<file path="config.mk">
export PLATFORM = sky130hd
export DESIGN_NAME = pjc_div_cell
export DESIGN_NICKNAME = d
export VERILOG_FILES = /design/src/pjc_pkg.sv /design/src/pjc_div_cell.sv
export SDC_FILE = /design/constraint.sdc
export NUM_CORES = 1
export LEC_CHECK = 0
export ABC_AREA = 1
export ABC_CLOCK_PERIOD_IN_PS = 1250
export BUFFER_PORTS_ARGS = -buffer_cell sky130_fd_sc_hd__buf_4
export CAP_MARGIN = 20
export CORE_AREA = 8 8 592 594
export DETAILED_ROUTE_END_ITERATION = 10
export DIE_AREA = 0 0 600 602
export PLACE_DENSITY = 0.3
export SETUP_SLACK_MARGIN = 0.05
export SLEW_MARGIN = 10
export SYNTH_ARGS = -nofsm -noshare
export SYNTH_HDL_FRONTEND = slang
export SYNTH_SLANG_ARGS = --single-unit
export TNS_END_PERCENT = 100
</file>
<file path="constraint.sdc">
create_clock -name clk -period 1.25 [get_ports clk]
set_clock_uncertainty 0.15 [all_clocks]
set_input_delay 0.1875 -clock clk [delete_from_list [all_inputs] [get_ports clk]]
set_output_delay 0.1875 -clock clk [all_outputs]
set_load 0.03 [all_outputs]
</file>
<file path="src/pjc_pkg.sv">
package pjc_pkg;

    localparam int WORD_BITS = 32;
    localparam int FRAC_BITS = 16;
    // widest dividend: (qu << FRAC_BITS), qu at most 2^(2*WORD_BITS-1)
    localparam int NUM_W     = 2 * WORD_BITS + FRAC_BITS;
    localparam int LANES     = 5;
    localparam int CFG_IDX_W = 3;

    // lane slots of the divider rows
    localparam int LN_U  = 0;
    localparam int LN_V  = 1;
    localparam int LN_FX = 2;
    localparam int LN_SX = 3;
    localparam int LN_FY = 4;

    typedef enum logic [CFG_IDX_W-1:0] {
        REG_FOCAL_X  = 3'd0,
        REG_FOCAL_Y  = 3'd1,
        REG_CENTER_X = 3'd2,
        REG_CENTER_Y = 3'd3,
        REG_SKEW     = 3'd4
    } cfg_reg_t;

    typedef logic [WORD_BITS-1:0] word_t;
    typedef logic [NUM_W-1:0]     num_t;
    typedef logic signed [NUM_W+1:0] wide_s_t;

    // one division lane: remainder plus dividend bits shifting out, quotient bits in
    typedef struct packed {
        word_t rem;
        num_t  nq;
    } lane_t;

    typedef struct packed {
        logic             valid;
        logic             zero;
        logic             want;
        logic             zneg;
        word_t            zm;
        logic [LANES-1:0] neg;
        word_t            u;
        word_t            v;
        word_t            jx;
        word_t            jsx;
        word_t            jy;
        logic             sat;
    } side_t;

    typedef struct packed {
        side_t                 side;
        lane_t [LANES-1:0]     lane;
    } stage_t;

    typedef struct packed {
        word_t val;
        logic  sat;
    } clip_t;

    typedef struct packed {
        word_t pixel_u;
        word_t pixel_v;
        word_t du_by_dx;
        word_t du_by_dy;
        word_t du_by_dz;
        word_t dv_by_dy;
        word_t dv_by_dz;
        logic  depth_zero;
        logic  saturated;
    } res_t;

    // magnitude of a two's complement word (most negative maps to 2^(WORD_BITS-1))
    function automatic word_t mag_of(word_t raw);
        return raw[WORD_BITS-1] ? (~raw + 1'b1) : raw;
    endfunction

    // round half away from zero from the final remainder
    function automatic num_t round_q(lane_t l, word_t d);
        word_t half_gap;
        half_gap = d - l.rem;
        return l.nq + num_t'(l.rem >= half_gap);
    endfunction

    // sign and magnitude to a saturated word
    function automatic clip_t clip_mag(logic neg, num_t m);
        num_t  lim;
        num_t  mag;
        clip_t c;
        lim = '0;
        lim[WORD_BITS-1] = 1'b1;
        if (!neg) lim = lim - 1'b1;
        mag   = m;
        c.sat = 1'b0;
        if (m > lim) begin
            mag   = lim;
            c.sat = 1'b1;
        end
        c.val = neg ? (~mag[WORD_BITS-1:0] + 1'b1) : mag[WORD_BITS-1:0];
        return c;
    endfunction

    function automatic wide_s_t to_wide(logic neg, num_t m);
        wide_s_t ext;
        ext = wide_s_t'({2'b00, m});
        return neg ? -ext : ext;
    endfunction

    // signed wide value to a saturated word
    function automatic clip_t clip_signed(wide_s_t s);
        wide_s_t hi_lim;
        wide_s_t lo_lim;
        clip_t   c;
        hi_lim = '0;
        hi_lim[WORD_BITS-2:0] = '1;
        lo_lim = ~hi_lim;
        c.sat = 1'b0;
        c.val = s[WORD_BITS-1:0];
        if (s > hi_lim) begin
            c.val = hi_lim[WORD_BITS-1:0];
            c.sat = 1'b1;
        end else if (s < lo_lim) begin
            c.val = lo_lim[WORD_BITS-1:0];
            c.sat = 1'b1;
        end
        return c;
    endfunction

endpackage

</file>
<file path="src/pjc_div_cell.sv">
module pjc_div_cell (
    input  logic            clk,
    input  logic            rst_n,
    input  logic            adv,
    input  pjc_pkg::stage_t d_in,
    output pjc_pkg::stage_t d_out
);
    import pjc_pkg::*;

    stage_t             stage_reg;
    stage_t             stage_next;
    logic               valid_reg;
    logic [WORD_BITS:0] rs   [LANES];
    logic [WORD_BITS:0] diff [LANES];
    logic [LANES-1:0]   ge;

    // one restoring step per lane, all lanes share the divisor
    always_comb
    begin
        stage_next = d_in;
        for (int k = 0; k < LANES; k++)
        begin
            rs[k]   = {d_in.lane[k].rem, d_in.lane[k].nq[NUM_W-1]};
            diff[k] = rs[k] - {1'b0, d_in.side.zm};
            ge[k]   = rs[k] >= {1'b0, d_in.side.zm};
            stage_next.lane[k].rem = ge[k] ? diff[k][WORD_BITS-1:0] : rs[k][WORD_BITS-1:0];
            stage_next.lane[k].nq  = {d_in.lane[k].nq[NUM_W-2:0], ge[k]};
        end
    end

    // occupancy
    always_ff @(posedge clk or negedge rst_n)
    begin
        if (!rst_n)
            valid_reg <= 1'b0;
        else if (adv)
            valid_reg <= d_in.side.valid;
    end

    // payload
    always_ff @(posedge clk)
    begin
        if (adv)
            stage_reg <= stage_next;
    end

    always_comb
    begin
        d_out = stage_reg;
        d_out.side.valid = valid_reg;
    end

endmodule

</file>
==> results <==
- The flow ran to the end, but the final reports show violations.
- The checks that failed: hold timing, setup timing.
- The total overflow reported by the global router is 0.
- Measured along the y axis, the die boundary spans about 600 um.
- The commonest cells after synthesis are nand2_1, edfxtp_1, inv_1.
- The floorplan step defined a die boundary enclosing 0.361 mm2.
- For the worst-skew pair, the clock arrives at the later sink with an insertion delay of roughly 800 ps.
- The initial antenna violation count is 150.
- The via density per instance is roughly 3.5.
- A synthesized cell averages ~9.8 um2.
- After technology mapping, the gate count stands at around 3900.
- The net load switching power is 35.9 mW.
- Max-cap violations in this run came to 0.
- The core region is around 0.34 mm2.
- The root buffer cell chosen for the clock tree is clkbuf_16.
- Of the post-synthesis cell area, the dominant cell type holds 60.2%.
- The floorplan has ~220 rows.
- The placed instances occupy a cell area of ~0.063 mm2.
- After clock tree synthesis, the clock-pin slew on the worst setup and hold paths is roughly 70 ps.
- Yosys printed 0 warnings.
- The remaining routing DRC violations is 0.
- In the final routed layout, each cell accounts on average for ~30 um.
- The final-report hold violation count is 14.
- The final setup slack of the worst path is -857 ps.
- STA classifies the critical path startpoint as an input port.
- In this run, the clock network consumes a little under a third of the power.
- TritonCTS built the clock tree.
- Across every metal layer, demand over resource in global routing totals approximately a fifth.
- The number of nets handed over by synthesis was 4819.
- The last weighted congestion value of the routability-driven placer is about 0.89.
- The proportion of register bits with asynchronous set or reset after synthesis is 0.131%.
- Clock tree synthesis inserted a total of 112 buffers.
- The largest area contributor in the netlist is edfxtp_1.
- The leakage power of the design is about 40 nW.
- The count of final max-slew check failures is 0.
- The synthesized netlist occupies a cell area of approximately 0.038 mm2.
- The number of synthesized flops with an enable pin is ~760.
- In this run the horizontal extent of the chip is approximately 600 um.
- STA classifies the critical path endpoint as a register.
- The number of sinks on the clock net is between 700 and 800.
- The achievable clock frequency is about 0.47 GHz.
- Across the VDD grid, the largest voltage drop is roughly 1.1 mV.
- The number of routed nets with antenna violations is 0.
- The relative max-transition margin is a little over three fifths.
- Before CTS, the worst setup slack after placement is -1580 ps.
- In this run the worst path has a maximum fanout of 8.
- The count of cell types in the netlist is 37.
- Dividing total power by cell area gives a power density of 1130 mW/mm2.
- The routed design could run at a clock period as short as 2110 ps.
- Relative to the synthesized area, the layout overhead comes to 139%.
- Sequential cells burn 32.1% of the power.
- The worst path uses 169% of the clock period.
- The first-pass GRT wire length is roughly 460000 um.
- By area the synthesized netlist is led by edfxtp_1, nand2_1, inv_1, ha_1, nand3_1.
- The flip-flop count of the largest register, all copies and words added is approximately 760.
- The total via count in the routed design is 44335.
- The pin count of the biggest net entering global routing is 38.
- The worst hold slack is -439 ps.
- The layout cell share with drive strength beyond 1 is 48.5%.
- The most common cell in the synthesized netlist is nand2_1.
- Setup violations remaining at the end of the flow were counted as 928.
- The net count of the finished layout is 8713.
- The share of power burned in combinational logic is 36.3%.
- The I/O pin total is ~1500.
- The total half-perimeter wirelength after legalization and detailed placement is 305000 um.
- The number of buffer cells added on primary ports is ~1500.
- Synthesis inferred around 760 register bits.
- Wires add up to between 300000 and 400000 um.
- For the worst setup path, the data required time is about 1700 ps.
- The path class of the lowest-slack min-delay path is input port to register.
- For this block, the initial DRC count from the detailed router was about 2800.
- The H-tree was split into 3 levels.
- Setup repair after global routing could not meet its margin everywhere.
- For this run, the register share of the synthesized area comes to 60.3%.
- STA puts the critical path data arrival time at approximately 2500 ps.
- Once layout is complete, the utilization of the core stands at 26.6%.
- The starting density of the core is between 10% and 20%.
- After routing the design area is between 0.09 and 0.1 mm2.
- Internal power comes to between 60 and 70 mW.
- Once placement completed, the tool counted placed cells totaling between 10000 and 15000.
- Among all flip-flop cells after synthesis, the most frequent one is edfxtp_1.
- The post-route setup TNS is -517630 ps.
- The critical path class is input port to register.
- Across all register-to-register paths, the minimum setup slack is about 340 ps.
- For the pin with the worst max-slew slack, the measured transition is ~550 ps.
- The final cell count without fillers is between 10000 and 15000.
- The via count of the first global-routing pass came to between 40000 and 50000.
- Summing internal, switching and leakage power gives between 100 and 150 mW.
- The maximum number of buffers from clock root to sink is 4.
- In this run switching power makes up between 30% and 40% of total power.
- The first-pass detailed-route iteration total is 5.
-- layout by cell type, fill, tap and decap left out, drive strengths merged --
| cell type | n |
|---|---|
| a21oi | 101 |
| and2 | 25 |
| buf | 2551 |
| bufinv | 10 |
| clkbuf | 135 |
| clkinv | 49 |
| clkinvlp | 10 |
| dfrtp | 1 |
| diode | 79 |
| dlygate4sd3 | 1257 |
| edfxtp | 761 |
| fa | 5 |
| ha | 160 |
| inv | 632 |
| mux2 | 1 |
| nand2 | 1439 |
| nand3 | 327 |
| nand3b | 44 |
| nand4 | 9 |
| nor2 | 210 |
| nor3 | 51 |
| nor3b | 1 |
| o21ai | 12 |
| o21bai | 6 |
| or2 | 1 |
| xnor2 | 5 |
| xor2 | 66 |
-- area by class of cell --
class	count	area, um2
timing repair buffer	3814	37600
fill	36751	250000
multi-input combinational	2463	18300
tap	4557	5700
inverter	630	2410
clock inverter	71	691
clock buffer	129	2870
sequential	762	22900
antenna	79	198
-- per-layer routing --
layer  up-vias  global-route usage, %  routed length [um]
li1      20605                      -                   -
met3       448                   3.04               18000
met1     21829                   22.8              146000
met2      1415                   34.5              185000
met5         -                      0                 239
met4        38                   6.30               15100
-- critical path: stages --
cell and delay, ps:
buf_4 110, dlygate4sd3_1 660, ha_4 280, buf_4 140, nand2_2 100, nor2_4 60, nand3_2 90, nor2_2 50
nand2_2 50, nand2_2 70, nor2_4 200, nand2_8 170, buf_12 200, nand3_4 90, nand2_2 50
-- cell families after synthesis --
group,share of synthesized area [%]
buffers and inverters,7.14
DFF,60.3
xor gates and xnor gates,1.64
AOI/OAI and AO/OA,1.62
and+or+nand+nor,23.8
adders and majority gates,5.54
muxes,0.0297
-- power groups by stage --
stage | Clock [mW] | Sequential (mW) | Combinational, mW
3_3_place_gp | 0 | 33.0 | 27.7
5_1_grt | 34.3 | 33.1 | 39.0
4_1_cts | 33.6 | 32.9 | 35.6
3_5_place_dp | 0 | 32.9 | 27.6
2_1_floorplan | 0 | 37.1 | 5.77
6_report | 32.3 | 32.8 | 37.2
-- path summary, 6_finish.rpt --
kind                                  startpoint               endpoint  cells after the start
setup / recovery                       d_in[422]   d_out[439]$_DFFE_PP_                     15
hold / removal                         d_in[547]   d_out[548]$_DFFE_PP_                      3
setup reg to reg           valid_reg$_DFFE_PN0P_  valid_reg$_DFFE_PN0P_                      1
hold reg to reg            valid_reg$_DFFE_PN0P_  valid_reg$_DFFE_PN0P_                      1
max in group asynchronous                  rst_n  valid_reg$_DFFE_PN0P_                      4
min in group asynchronous                  rst_n  valid_reg$_DFFE_PN0P_                      4
-- timing repair --
item,4_1_cts,5_1_grt
setup buffers,110,72
resized for setup,1560,676
setup endpoints to repair,927,947
hold buffers,1261,125
gates cloned,18,10
hold endpoints to repair,1500,135
pin swaps,221,290
(Power assumes the default switching activity.)
